## src/rtl/dwvr_pkg.sv

```systemverilog
// Shared types and codes for the double-ended queue with value removal.
// No dependencies; every other file of the block imports this package.
package dwvr_pkg;

   localparam int WORD_W = 32;
   localparam int OCC_W  = 6;
   // Number of slots in the queue; the occupancy field is sized for it.
   localparam int DEPTH  = 32;

   // Request codes carried on the request tuser.
   typedef enum logic [2:0] {
      OP_PUSH_FRONT = 3'd0,
      OP_PUSH_BACK  = 3'd1,
      OP_POP_FRONT  = 3'd2,
      OP_POP_BACK   = 3'd3,
      OP_REMOVE     = 3'd4,
      OP_CLEAR      = 3'd5,
      OP_EMIT_FIRST = 3'd6,
      OP_EMIT_LAST  = 3'd7
   } op_type;

   typedef enum logic [1:0] {
      ST_OK    = 2'd0,
      ST_FULL  = 2'd1,
      ST_EMPTY = 2'd2
   } status_type;

   typedef enum logic [2:0] {
      S_IDLE,
      S_RM_RD,
      S_RM_CHK,
      S_EM_RD,
      S_EM_OUT,
      S_DONE
   } state_type;

   // One result item as handed from the sequencer to the output register.
   typedef struct packed {
      logic signed [WORD_W-1:0] word;
      logic                     has_word;
      status_type               status;
      logic [OCC_W-1:0]         occupancy;
      logic                     last;
   } result_type;

endpackage

```

## src/rtl/deque_with_value_removal.sv

```systemverilog
// Top level of the double-ended queue with value removal: request and
// result stream ports, output register. Uses dwvr_pkg, dwvr_seq, dwvr_ram.
//
// The block holds up to DEPTH signed 32-bit words as a ring in one
// single-port-write, single-port-read memory. A request arrives on the
// req_ channel: tuser carries the request code (push front/back, pop
// front/back, remove value, clear, emit first N, emit last N) and tdata the
// operand. Results leave on the rsp_ channel: one status item per request,
// or one item per entry for an emit, the final one marked with tlast.
// Requests are handled one at a time; req_tready is high only while the
// sequencer is idle. Pushes, pops and clear go from the idle state to the
// done state, which hands the status to the result register. Value removal
// walks the occupied slots with one shared ring address unit, a read and a
// check state per slot. An emit of N entries does one memory read per entry.
// When the receiver stalls, the output register holds its item and the
// sequencer waits; nothing is dropped. Reset empties the queue and sets
// the front position to zero; the slot memory itself is not cleared.
module deque_with_value_removal
   import dwvr_pkg::*;
(
   input  logic        clock,
   input  logic        reset,
   input  logic        req_tvalid,
   output logic        req_tready,
   input  logic [31:0] req_tdata,   // [31:0] operand
   input  logic [2:0]  req_tuser,   // [2:0] req_type
   output logic        rsp_tvalid,
   input  logic        rsp_tready,
   output logic [39:0] rsp_tdata,   // [31:0] word, [37:32] occupancy, [39:38] zero
   output logic [2:0]  rsp_tuser,   // [0] has_word, [2:1] status
   output logic        rsp_tlast
);

   localparam int AW = $clog2(DEPTH);

   logic              wr_en;
   logic [AW-1:0]     wr_addr;
   logic [WORD_W-1:0] wr_data;
   logic              rd_en;
   logic [AW-1:0]     rd_addr;
   logic [WORD_W-1:0] rd_data;

   logic       res_valid;
   result_type res_item;
   logic       res_take;

   logic       rsp_valid_ff, rsp_valid_in;
   result_type rsp_item_ff, rsp_item_in;

   dwvr_seq u_seq (
      .clock       (clock),
      .reset       (reset),
      .req_valid   (req_tvalid),
      .req_ready   (req_tready),
      .req_op      (op_type'(req_tuser)),
      .req_operand (req_tdata),
      .res_valid   (res_valid),
      .res_item    (res_item),
      .res_take    (res_take),
      .wr_en       (wr_en),
      .wr_addr     (wr_addr),
      .wr_data     (wr_data),
      .rd_en       (rd_en),
      .rd_addr     (rd_addr),
      .rd_data     (rd_data)
   );

   dwvr_ram u_ram (
      .clock   (clock),
      .wr_en   (wr_en),
      .wr_addr (wr_addr),
      .wr_data (wr_data),
      .rd_en   (rd_en),
      .rd_addr (rd_addr),
      .rd_data (rd_data)
   );

   // The output register takes a new item when it is empty or when its
   // current item leaves in the same cycle.
   assign res_take = !rsp_valid_ff || rsp_tready;

   always_comb begin
      rsp_valid_in = rsp_valid_ff;
      rsp_item_in  = rsp_item_ff;
      if (res_take) begin
         rsp_valid_in = res_valid;
         rsp_item_in  = res_item;
      end
   end

   always_ff @(posedge clock) begin
      if (reset) begin
         rsp_valid_ff <= 1'b0;
      end else begin
         rsp_valid_ff <= rsp_valid_in;
      end
      rsp_item_ff <= rsp_item_in;
   end

   assign rsp_tvalid = rsp_valid_ff;
   assign rsp_tdata  = {2'b00, rsp_item_ff.occupancy, rsp_item_ff.word};
   assign rsp_tuser  = {rsp_item_ff.status, rsp_item_ff.has_word};
   assign rsp_tlast  = rsp_item_ff.last;

endmodule

```

## src/rtl/dwvr_ring.sv

```systemverilog
// Shared ring address unit: (base + offset) modulo DEPTH by one add and
// one compare-subtract. Uses dwvr_pkg for the depth.
module dwvr_ring
   import dwvr_pkg::*;
(
   input  logic [$clog2(DEPTH)-1:0] base,
   input  logic [$clog2(DEPTH)-1:0] offset,
   output logic [$clog2(DEPTH)-1:0] pos
);

   localparam int AW = $clog2(DEPTH);
   localparam logic [AW:0] DEPTH_W = (AW+1)'(DEPTH);

   logic [AW:0] sum;
   logic [AW:0] wrapped;

   // Both operands are below DEPTH, so one subtraction brings the sum back.
   assign sum     = {1'b0, base} + {1'b0, offset};
   assign wrapped = (sum >= DEPTH_W) ? (sum - DEPTH_W) : sum;
   assign pos     = wrapped[AW-1:0];

endmodule

```

## src/rtl/dwvr_ram.sv

```systemverilog
// Slot store of the queue: one write port and one read port with
// registered read data. Uses dwvr_pkg for the word width and the depth.
module dwvr_ram
   import dwvr_pkg::*;
(
   input  logic                     clock,
   input  logic                     wr_en,
   input  logic [$clog2(DEPTH)-1:0] wr_addr,
   input  logic [WORD_W-1:0]        wr_data,
   input  logic                     rd_en,
   input  logic [$clog2(DEPTH)-1:0] rd_addr,
   output logic [WORD_W-1:0]        rd_data
);

   logic [WORD_W-1:0] mem [DEPTH];

   always_ff @(posedge clock) begin
      if (wr_en) begin
         mem[wr_addr] <= wr_data;
      end
      if (rd_en) begin
         rd_data <= mem[rd_addr];
      end
   end

endmodule

```

## src/rtl/dwvr_seq.sv

```systemverilog
// Request sequencer: queue pointers, request decode and the walks for
// value removal and emits. Uses dwvr_pkg and the dwvr_ring address unit.
module dwvr_seq
   import dwvr_pkg::*;
(
   input  logic                     clock,
   input  logic                     reset,
   input  logic                     req_valid,
   output logic                     req_ready,
   input  op_type                   req_op,
   input  logic [WORD_W-1:0]        req_operand,
   output logic                     res_valid,
   output result_type               res_item,
   input  logic                     res_take,
   output logic                     wr_en,
   output logic [$clog2(DEPTH)-1:0] wr_addr,
   output logic [WORD_W-1:0]        wr_data,
   output logic                     rd_en,
   output logic [$clog2(DEPTH)-1:0] rd_addr,
   input  logic [WORD_W-1:0]        rd_data
);

   localparam int AW = $clog2(DEPTH);
   localparam int CW = $clog2(DEPTH + 1);
   localparam logic [CW-1:0] FULL_CNT = CW'(DEPTH);
   localparam logic [AW-1:0] BACK_OFF = AW'(DEPTH - 1);

   state_type         state_ff, state_in;
   logic [AW-1:0]     front_ff, front_in;
   logic [CW-1:0]     count_ff, count_in;
   logic [AW-1:0]     rd_ff, rd_in;
   logic [CW-1:0]     wr_ff, wr_in;
   logic [AW-1:0]     idx_ff, idx_in;
   logic [CW-1:0]     left_ff, left_in;
   logic [WORD_W-1:0] value_ff, value_in;
   status_type        status_ff, status_in;

   logic [AW-1:0] ring_off;
   logic [AW-1:0] ring_pos;
   logic          is_full;
   logic          is_empty;
   logic [CW-1:0] emit_n;
   logic          rm_done;

   dwvr_ring u_ring (
      .base   (front_ff),
      .offset (ring_off),
      .pos    (ring_pos)
   );

   assign is_full  = (count_ff == FULL_CNT);
   assign is_empty = (count_ff == '0);
   assign rm_done  = (CW'(rd_ff) + CW'(1) == count_ff);
   assign req_ready = (state_ff == S_IDLE);

   // Emit count: negative means zero, and it is capped at the occupancy.
   always_comb begin
      if (req_operand[WORD_W-1]) begin
         emit_n = '0;
      end else if (req_operand[WORD_W-2:0] > (WORD_W-1)'(count_ff)) begin
         emit_n = count_ff;
      end else begin
         emit_n = req_operand[CW-1:0];
      end
   end

   // The single ring unit is steered to the offset the current step needs.
   always_comb begin
      ring_off = '0;
      case (state_ff)
         S_IDLE: begin
            case (req_op)
               OP_PUSH_FRONT: ring_off = BACK_OFF;
               OP_PUSH_BACK:  ring_off = count_ff[AW-1:0];
               OP_POP_FRONT:  ring_off = AW'(1);
               default:       ring_off = '0;
            endcase
         end
         S_RM_RD:  ring_off = rd_ff;
         S_RM_CHK: ring_off = wr_ff[AW-1:0];
         S_EM_RD:  ring_off = idx_ff;
         default:  ring_off = '0;
      endcase
   end

   // Next state.
   always_comb begin
      state_in = state_ff;
      unique case (state_ff)
         S_IDLE: begin
            if (req_valid) begin
               unique case (req_op)
                  OP_REMOVE:     state_in = is_empty ? S_DONE : S_RM_RD;
                  OP_EMIT_FIRST,
                  OP_EMIT_LAST:  state_in = (emit_n == '0) ? S_DONE : S_EM_RD;
                  default:       state_in = S_DONE;
               endcase
            end
         end
         S_RM_RD:  state_in = S_RM_CHK;
         S_RM_CHK: state_in = rm_done ? S_DONE : S_RM_RD;
         S_EM_RD:  state_in = S_EM_OUT;
         S_EM_OUT: begin
            if (res_take) begin
               state_in = (left_ff == CW'(1)) ? S_IDLE : S_EM_RD;
            end
         end
         S_DONE: begin
            if (res_take) begin
               state_in = S_IDLE;
            end
         end
         default: state_in = S_IDLE;
      endcase
   end

   // Datapath and outputs.
   always_comb begin
      front_in  = front_ff;
      count_in  = count_ff;
      rd_in     = rd_ff;
      wr_in     = wr_ff;
      idx_in    = idx_ff;
      left_in   = left_ff;
      value_in  = value_ff;
      status_in = status_ff;
      wr_en     = 1'b0;
      wr_addr   = ring_pos;
      wr_data   = req_operand;
      rd_en     = 1'b0;
      rd_addr   = ring_pos;
      res_valid = 1'b0;
      res_item  = '0;
      unique case (state_ff)
         S_IDLE: begin
            if (req_valid) begin
               status_in = ST_OK;
               unique case (req_op)
                  OP_PUSH_FRONT: begin
                     if (is_full) begin
                        status_in = ST_FULL;
                     end else begin
                        wr_en    = 1'b1;
                        front_in = ring_pos;
                        count_in = count_ff + CW'(1);
                     end
                  end
                  OP_PUSH_BACK: begin
                     if (is_full) begin
                        status_in = ST_FULL;
                     end else begin
                        wr_en    = 1'b1;
                        count_in = count_ff + CW'(1);
                     end
                  end
                  OP_POP_FRONT: begin
                     if (is_empty) begin
                        status_in = ST_EMPTY;
                     end else begin
                        front_in = ring_pos;
                        count_in = count_ff - CW'(1);
                     end
                  end
                  OP_POP_BACK: begin
                     if (is_empty) begin
                        status_in = ST_EMPTY;
                     end else begin
                        count_in = count_ff - CW'(1);
                     end
                  end
                  OP_REMOVE: begin
                     if (is_empty) begin
                        status_in = ST_EMPTY;
                     end
                     rd_in    = '0;
                     wr_in    = '0;
                     value_in = req_operand;
                  end
                  OP_CLEAR: begin
                     front_in = '0;
                     count_in = '0;
                  end
                  OP_EMIT_FIRST,
                  OP_EMIT_LAST: begin
                     left_in = emit_n;
                     if (req_op == OP_EMIT_LAST) begin
                        idx_in = AW'(count_ff - emit_n);
                     end else begin
                        idx_in = '0;
                     end
                  end
                  default: ;
               endcase
            end
         end
         S_RM_RD: begin
            rd_en = 1'b1;
         end
         S_RM_CHK: begin
            // Survivors are written back at the compacted position.
            if (rd_data != value_ff) begin
               wr_en   = 1'b1;
               wr_data = rd_data;
               wr_in   = wr_ff + CW'(1);
            end
            rd_in = rd_ff + AW'(1);
            if (rm_done) begin
               count_in = wr_in;
            end
         end
         S_EM_RD: begin
            rd_en = 1'b1;
         end
         S_EM_OUT: begin
            res_valid          = 1'b1;
            res_item.word      = rd_data;
            res_item.has_word  = 1'b1;
            res_item.status    = ST_OK;
            res_item.occupancy = OCC_W'(count_ff);
            res_item.last      = (left_ff == CW'(1));
            if (res_take) begin
               left_in = left_ff - CW'(1);
               idx_in  = idx_ff + AW'(1);
            end
         end
         S_DONE: begin
            res_valid          = 1'b1;
            res_item.status    = status_ff;
            res_item.occupancy = OCC_W'(count_ff);
            res_item.last      = 1'b1;
         end
         default: ;
      endcase
   end

   always_ff @(posedge clock) begin
      if (reset) begin
         state_ff <= S_IDLE;
         front_ff <= '0;
         count_ff <= '0;
      end else begin
         state_ff <= state_in;
         front_ff <= front_in;
         count_ff <= count_in;
      end
      rd_ff     <= rd_in;
      wr_ff     <= wr_in;
      idx_ff    <= idx_in;
      left_ff   <= left_in;
      value_ff  <= value_in;
      status_ff <= status_in;
   end

endmodule

```

## config.mk

```make
export PLATFORM = sky130hd
export DESIGN_NAME = deque_with_value_removal
export DESIGN_NICKNAME = d
export VERILOG_FILES = /design/src/rtl/dwvr_pkg.sv /design/src/rtl/deque_with_value_removal.sv /design/src/rtl/dwvr_ring.sv /design/src/rtl/dwvr_ram.sv /design/src/rtl/dwvr_seq.sv
export SDC_FILE = /design/constraint.sdc
export NUM_CORES = 1
export LEC_CHECK = 0
export ABC_AREA = 1
export BUFFER_PORTS_ARGS = -buffer_cell sky130_fd_sc_hd__buf_2
export CELL_PAD_IN_SITES_DETAIL_PLACEMENT = 1
export CELL_PAD_IN_SITES_GLOBAL_PLACEMENT = 1
export CORE_ASPECT_RATIO = 0.8
export CORE_MARGIN = 2
export CORE_UTILIZATION = 35
export CTS_CLUSTER_SIZE = 14
export DETAILED_ROUTE_END_ITERATION = 8
export GPL_ROUTABILITY_DRIVEN = 0
export GPL_TIMING_DRIVEN = 0
export PLACE_DENSITY = 0.58
export SETUP_SLACK_MARGIN = 0.3
export SYNTH_ARGS = -nofsm -noshare
export SYNTH_HDL_FRONTEND = slang
export SYNTH_HIERARCHICAL = 1
export SYNTH_SLANG_ARGS = --single-unit
export TNS_END_PERCENT = 50
```

## constraint.sdc

```tcl
create_clock -name clock -period 12.5 [get_ports clock]
set_clock_uncertainty 0.15 [all_clocks]
set_input_delay 2.5 -clock clock [delete_from_list [all_inputs] [get_ports clock]]
set_output_delay 2.5 -clock clock [all_outputs]
set_load 0.02 [all_outputs]
```

==> flow_metrics.tcl, run 1 <==
set metrics [dict create \
    status "finished clean" \
    synth_seq_area_share 0.7088 \
    post_cts_buffers 0 \
    io_buffers 80 \
    fmax_ghz 0.1413 \
    critPathCaptureType "flop" \
    die-width_um 423.7 \
    critPathRequiredTime_ps 12900 \
    start_util 0.3517 \
    avgViaCountPerCell 5.283 \
    mostFrequentLayoutCell "nand2_1" \
    grt_max_degree 45 \
    final_cell_mix "1589 x nand2_1, 1154 x edfxtp_1, 818 x nand3_1" \
    netlist_area_um2 49310 \
    worst_pin_slew_ps 1357 \
    min_path_cells 2 \
    synth.area.mux_share 0.0004060 \
    cts_buffer_depth 3 \
    fillers 14982 \
    first_pass_iters 6 \
    synth_cell_type_count 46 \
    drive_gt1_frac 0.1288 \
    cp_top_family "simple AND/OR/NAND/NOR gates" \
    synth_ff_type "edfxtp_1" \
    syn_to_final_growth_pct 17.15 \
    final_hold_viol_count 0 \
    total_leakage_power_nw 21.51 \
    drt_iter0_drc 3523 \
    clock_latency_ps 750 \
    rows 123 \
    synthAdderAreaFrac 0.007054 \
    finalWirelength_um 176000 \
    hold_path_class "reg2reg" \
    synth_edf_count 1154 \
    path_cells "buf_2, nor3_1, inv_1, nand2_1, inv_1, nor2_1, o21ai_0, nand4_1, inv_1, fa_1, xnor2_1, buf_2, buf_1, nand3_1, nand2_1, nand2_1, nand2_1, nand2_1, nand2_1" \
    max_slew_margin 0.09510 \
    regToRegSetupSlack_ps 6830 \
    cap_violations 0 \
    synth-xor-area-share 0.006927 \
    grt_overflow 0 \
    avgSynthCellArea_um2 11.46 \
    cts_tree "yes" \
    async_reset_ff_frac 0 \
    critPathLaunchType "primary input" \
    clk_pin_slew_ps 60 \
    first_global_vias 34037 \
    powerDensity_nw_per_um2 300.8 \
    yosysWarningCount 6 \
    fin_setup_tns_ps 0 \
    cp.arrival_ps 7480 \
    cts_resized 0 \
    vias 34560 \
    crit_path_frequent_cell "nand2_1" \
    synth_top_family_by_area "simple AND/OR/NAND/NOR gates" \
    crit_slowest_cell "xnor2_1" \
    post_dp_cell_area_um2 54120 \
    die_area_um2 143900 \
    ctsHtreeMaxLevel 3 \
    die-height_um 339.7 \
    grt_util_all_layers 0.2427 \
    r2r_end "u_ram/rd_data[13]" \
    endpoint "u_ram/rd_data[13]" \
    peakVddDrop_mv 0.1825 \
    setup_viol 0 \
    cts_sinks 1169 \
    worst-path-stages 19 \
    drc_errors 0 \
    synth-compound-area-share 0.01139 \
    cp_num_buf_inv 6 \
    fin_crit_sh 0.5660 \
    path_max_fanout 10 \
    timing_max_transition_violations_final 0 \
    period_minus_slack_ps 7075 \
    ctsRootBufferMaster "clkbuf_16" \
    crit_start "req_tuser[0]" \
    syn_inst 4303 \
    path_class "in2reg" \
    reg2reg_depth 18 \
    yosys.area_share.simple 0.2221 \
    grt_pass1_wl_um 250300 \
    antenna_found_initial 8 \
    final_area_um2 57770 \
    ios 85 \
    nets 4639 \
    cts_buffers 120 \
    wl_per_cell_um 26.90 \
    hpwlAfterDp_um 124800 \
    slowest_delay_ps 710 \
    r2r-start "u_seq/state_ff[0]" \
    cts_hold_buffers 0 \
    ys_seq_elements 1169 \
    ant_nets 0 \
    rsz0062_at_grt "false" \
    coreArea_um2 140200 \
]
[worst min-delay path by stage]
stage                                 start                end
after detailed placement  u_seq/front_ff[2]  u_seq/front_ff[2]
after global placement    u_seq/front_ff[0]  u_seq/front_ff[0]
after floorplan           u_seq/front_ff[0]  u_seq/front_ff[0]
after global routing      u_seq/front_ff[2]  u_seq/front_ff[2]
after CTS                 u_seq/front_ff[2]  u_seq/front_ff[2]
final                     u_seq/front_ff[2]  u_seq/front_ff[2]
[registers in the layout (all words and copies together), names as in the netlist]
name             cells
u_seq/count_ff       6
u_seq/rd_ff          5
rsp_tlast            1
rsp_tdata           38
u_seq/idx_ff         5
rsp_tuser            3
u_seq/state_ff       3
u_seq/value_ff      32
u_seq/front_ff       5
u_ram/mem         1024
u_ram/rd_data       32
u_seq/status_ff      2
rsp_tvalid           1
u_seq/wr_ff          6
u_seq/left_ff        6
[layout make-up]
cell class              count  area [um2]  share of cell area
inverters                 125       479.2            0.008295
repair buffers            148        1834             0.03175
diodes                      2       5.005          0.00008663
clock inverters            62       484.2            0.008382
plain buffers             239        1654             0.02863
flip-flops and latches   1169       34950              0.6050
well taps                1875        2346             0.04061
multi-input cells        2771       12850              0.2225
clock buffers             151        3161             0.05471
[stage by stage]
step / setup slack [ps] / instances / hold WS [ps] / total power, mW / util
2_1_floorplan: 5889 / 4304 / 299.1 / 9.818 / -
3_3_place_gp: 2771 / 6259 / 306.7 / 13.54 / 0.3713
3_5_place_dp: 4877 / 6327 / 323.0 / 13.91 / 0.3860
4_1_cts: 5631 / 6540 / 332.2 / 17.37 / 0.4120
5_1_grt: 5308 / 6540 / 349.9 / 18.22 / 0.4120
6_report: 5425 / 6542 / 327.1 / 17.37 / 0.4121
[cell families after synthesis]
logic type / count (synthesis)
buffers and inverters: 364
other: 1
XOR/XNOR: 39
AO/OA/AOI/OAI: 102
multiplexers: 2
AND/OR/NAND/NOR: 2600
flip-flops: 1169
adder cells (fa/ha/maj): 26
[worst register-to-register path, stage by stage, from the launching register on]
cell,delay [ps]
dfxtp_1,430
inv_1,130
nor2_4,480
nand2_1,260
inv_1,160
nand2_1,60
nand4_1,110
ha_1,180
inv_1,50
fa_1,400
xnor2_1,710
buf_2,670
buf_1,580
nand3_1,230
nand2_1,230
nand2_1,80
nand2_1,230
nand2_1,120
nand2_1,230
[power breakdown]
group	switching (mW)	internal, mW	leakage, nW
Clock	1.53	1.91	1.79
Sequential	0.126	4.97	10.7
Combinational	6.57	2.26	9.05
Total	8.23	9.15	21.5
[cells in the mapped netlist (2+ instances only)]
cell,instances,area share
a211oi_1,2,0.00030
o22ai_1,3,0.00038
nor3_1,6,0.00061
dfxtp_1,15,0.0061
edfxtp_1,1154,0.70
nor3_2,2,0.00041
nand3b_1,6,0.00091
or2_2,2,0.00025
buf_2,89,0.0090
clkbuf_1,31,0.0024
nand3_2,2,0.00041
o2111ai_1,4,0.00071
nor2_2,5,0.00063
buf_1,19,0.0014
a21oi_1,30,0.0030
o21ai_1,9,0.00091
nand4_1,7,0.00089
buf_4,31,0.0047
nand2_1,1589,0.12
nand3_1,818,0.083
inv_2,12,0.00091
xnor2_1,26,0.0046
xor2_1,13,0.0023
nand2_2,6,0.00076
or2_1,11,0.0014
inv_1,110,0.0084
a21oi_2,2,0.00036
o21ai_0,47,0.0048
nor2_1,142,0.011
o31ai_1,2,0.00030
buf_6,66,0.015
fa_1,3,0.0012
ha_1,23,0.0058
mux2i_1,2,0.00041
buf_8,3,0.00091
[routing by layer]
metal / global-route usage / vias to the layer above / wire length (um) / share of wire
met5: 0 / - / 0 / 0
met4: 0.05657 / 0 / 4064 / 0.023
met3: 0.03853 / 196 / 11630 / 0.066
met2: 0.3552 / 1074 / 75520 / 0.43
met1: 0.3753 / 17846 / 84760 / 0.48
li1: - / 15444 / - / -
Note: power is estimated with default switching activity, not from simulation.
==> inputs of run 2 (changes only) <==
ABC_AREA = 0   (was 1)
PLACE_DENSITY = 0.55   (was 0.58)
clock period = 6.9 ns   (was 12.5 ns; I/O delays follow)
==> flow_metrics.tcl, run 2 <==
set metrics [dict create \
    nets 3124 \
    start_util 0.3529 \
    rows 120 \
    clk_pin_slew_ps 60 \
    violations "capacitance limit" \
    final_core_util 0.4070 \
    mostFrequentLayoutCell "edfxtp_1" \
    reg2reg_depth 17 \
    ios 85 \
    wl_per_cell_um 28.19 \
    r2r-start "u_seq/state_ff[0]" \
    first_global_vias 27517 \
    ant_nets 0 \
    r2r_end "u_ram/rd_data[22]" \
    timing_max_transition_violations_final 0 \
    hold_path_class "reg2reg" \
    antenna_found_initial 2 \
    synth_seq_area_share 0.7386 \
    regToRegSetupSlack_ps 610 \
    die-width_um 415.1 \
    top_register "u_ram/mem" \
    avgViaCountPerCell 5.348 \
    dp_cells 4711 \
    critPathCaptureType "flop" \
    cts_tree "yes" \
    status "finished, violations left" \
    fmax_ghz 0.1589 \
    peakVddDrop_mv 0.2725 \
    synth_edf_count 1154 \
    setup_viol 0 \
    cap_violations 1 \
    grt_util_all_layers 0.1982 \
    path_class "reg2reg" \
    hpwlAfterDp_um 93190 \
    cts_sinks 1169 \
    grt_max_degree 48 \
    yosysWarningCount 6 \
    grt_overflow 0 \
    worst_pin_slew_ps 1453 \
    drt_iter0_drc 2254 \
    coreArea_um2 134100 \
    largest_register_ffs 1024 \
    ctsHtreeMaxLevel 3 \
    hold_slack_ps 354.5 \
    fin_crit_sh 0.9123 \
    synthTopCellsByArea "edfxtp_1 73%, mux2i_1 11%, a22oi_1 1.6%" \
    rsz0062_at_grt "false" \
    ys_seq_elements 1169 \
    die_area_um2 138200 \
    async_reset_ff_frac 0 \
    totalPowerFinal_mw 25.22 \
    cp.arrival_ps 6630 \
    synth_cell_type_count 64 \
    vias 26285 \
    drive_gt1_frac 0.1494 \
    total_leakage_power_nw 17.95 \
    final_area_um2 54570 \
    final_hold_viol_count 0 \
    post_dp_cell_area_um2 50880 \
    syn_to_final_growth_pct 15.32 \
    io_buffers 81 \
    finalWirelength_um 138500 \
    finalNonFillerCells 4915 \
    drc_errors 0 \
    post_cts_buffers 0 \
    critPathLaunchType "flop" \
    yosys-top-cells-count "1154 x edfxtp_1, 528 x mux2i_1, 118 x nand2_1" \
    netlist_area_um2 47320 \
    period_minus_slack_ps 6295 \
    avgSynthCellArea_um2 16.75 \
    cts_buffers 115 \
    syn_inst 2826 \
    max_slew_margin 0.02224 \
    netlist.area_leader.share 0.7323 \
    clock_latency_ps 770 \
    synth_most_common_cell "edfxtp_1" \
    path_max_fanout 10 \
    critPathRequiredTime_ps 7230 \
    grt_pass1_wl_um 197800 \
    powerDensity_nw_per_um2 462.2 \
    synth_ff_type "edfxtp_1" \
    cts_buffer_depth 3 \
    min-delay-start "u_seq/front_ff[0]" \
    holdPathEnd "u_seq/front_ff[0]" \
    first_pass_iters 5 \
    ctsRootBufferMaster "clkbuf_16" \
    min_path_cells 2 \
    yosys.area.top_type "edfxtp_1" \
    die-height_um 332.9 \
    final_cell_mix "1154 x edfxtp_1, 528 x mux2i_1, 118 x nand2_1" \
]
-- run 2: changes by cell type after synthesis, sizes merged, moves of 34 or more --
cell   delta
inv     -101
a22o     +64
mux2     +38
nand3   -713
nand2  -1475
and2     +42
mux2i   +526
nor2     -67
a22oi   +101
a21oi    +83
a31oi    +35
o21ai    -44
buf     -107
nor3     +34
-- run 2: worst max path at each step --
| stage | start | to |
|---|---|---|
| final | u_seq/state_ff[0] | u_ram/rd_data[22] |
| after global routing | u_seq/state_ff[0] | u_ram/rd_data[25] |
| after CTS | u_seq/state_ff[0] | u_ram/rd_data[10] |
| after detailed placement | req_tuser[1] | u_ram/rd_data[13] |
| after global placement | req_tuser[1] | u_ram/mem[18][15] |
| after floorplan | req_tuser[1] | u_ram/mem[17][0] |
-- run 2: cells by family after synthesis --
| group | share of synthesized area |
|---|---|
| flops | 0.7386 |
| mux | 0.1207 |
| simple gates | 0.04683 |
| compound gates | 0.05304 |
| buf+inv | 0.02168 |
| xor+xnor | 0.01166 |
| fa+ha+maj | 0.007351 |
| other cells | 0.00007924 |
-- run 2: power breakdown --
group	internal, mW	total, mW	switching, mW	leakage, nW
Combinational	3.17	9.86	6.69	5.52
Sequential	8.83	9.14	0.302	10.6
Clock	3.51	6.23	2.72	1.78
Total	15.5	25.2	9.71	17.9
-- run 2: final cells by class --
class / count / area [um2]
antenna: 1 / 2.502
sequential: 1169 / 34950
timing repair buffer: 115 / 1077
clock inverter: 61 / 698.2
tap: 1769 / 2213
multi-input combinational: 1479 / 11620
clock buffer: 142 / 2979
inverter: 23 / 86.33
buffer: 156 / 940.9
fill: 13154 / 79510
-- run 2: worst max-delay path, cell delays in order, from the launching register on --
cell	delay (ps)
dfxtp_1	310
clkbuf_1	460
buf_1	530
nor2b_1	390
a22oi_1	150
o22ai_1	300
ha_1	250
inv_1	80
fa_1	420
nand2b_1	170
a21oi_1	170
xnor2_1	490
or2_2	250
clkbuf_1	340
clkbuf_1	560
nor3_1	220
a31oi_1	620
nand3_1	150
-- run 2: metal layers --
layer	GRT usage	vias up	wire length (um)
met5	0	-	0
met4	0.05933	0	4161
met3	0.03633	177	7670
met2	0.3000	750	61030
met1	0.2897	13837	65670
li1	-	11521	-
-- run 2: per-stage QoR --
step | worst slack (ps) | setup TNS, ps
6_report | 605.0 | 0
5_1_grt | 346.1 | 0
2_1_floorplan | 1236 | 0
3_3_place_gp | -1375 | -938840
3_5_place_dp | 167.1 | 0
4_1_cts | 339.4 | 0
-- run 2: repair_timing --
item                                    4_1_cts  5_1_grt
gates resized for setup                       0        3
hold buffers                                  0        0
endpoints found under the setup margin        0       22
hold endpoints to repair                      0        0
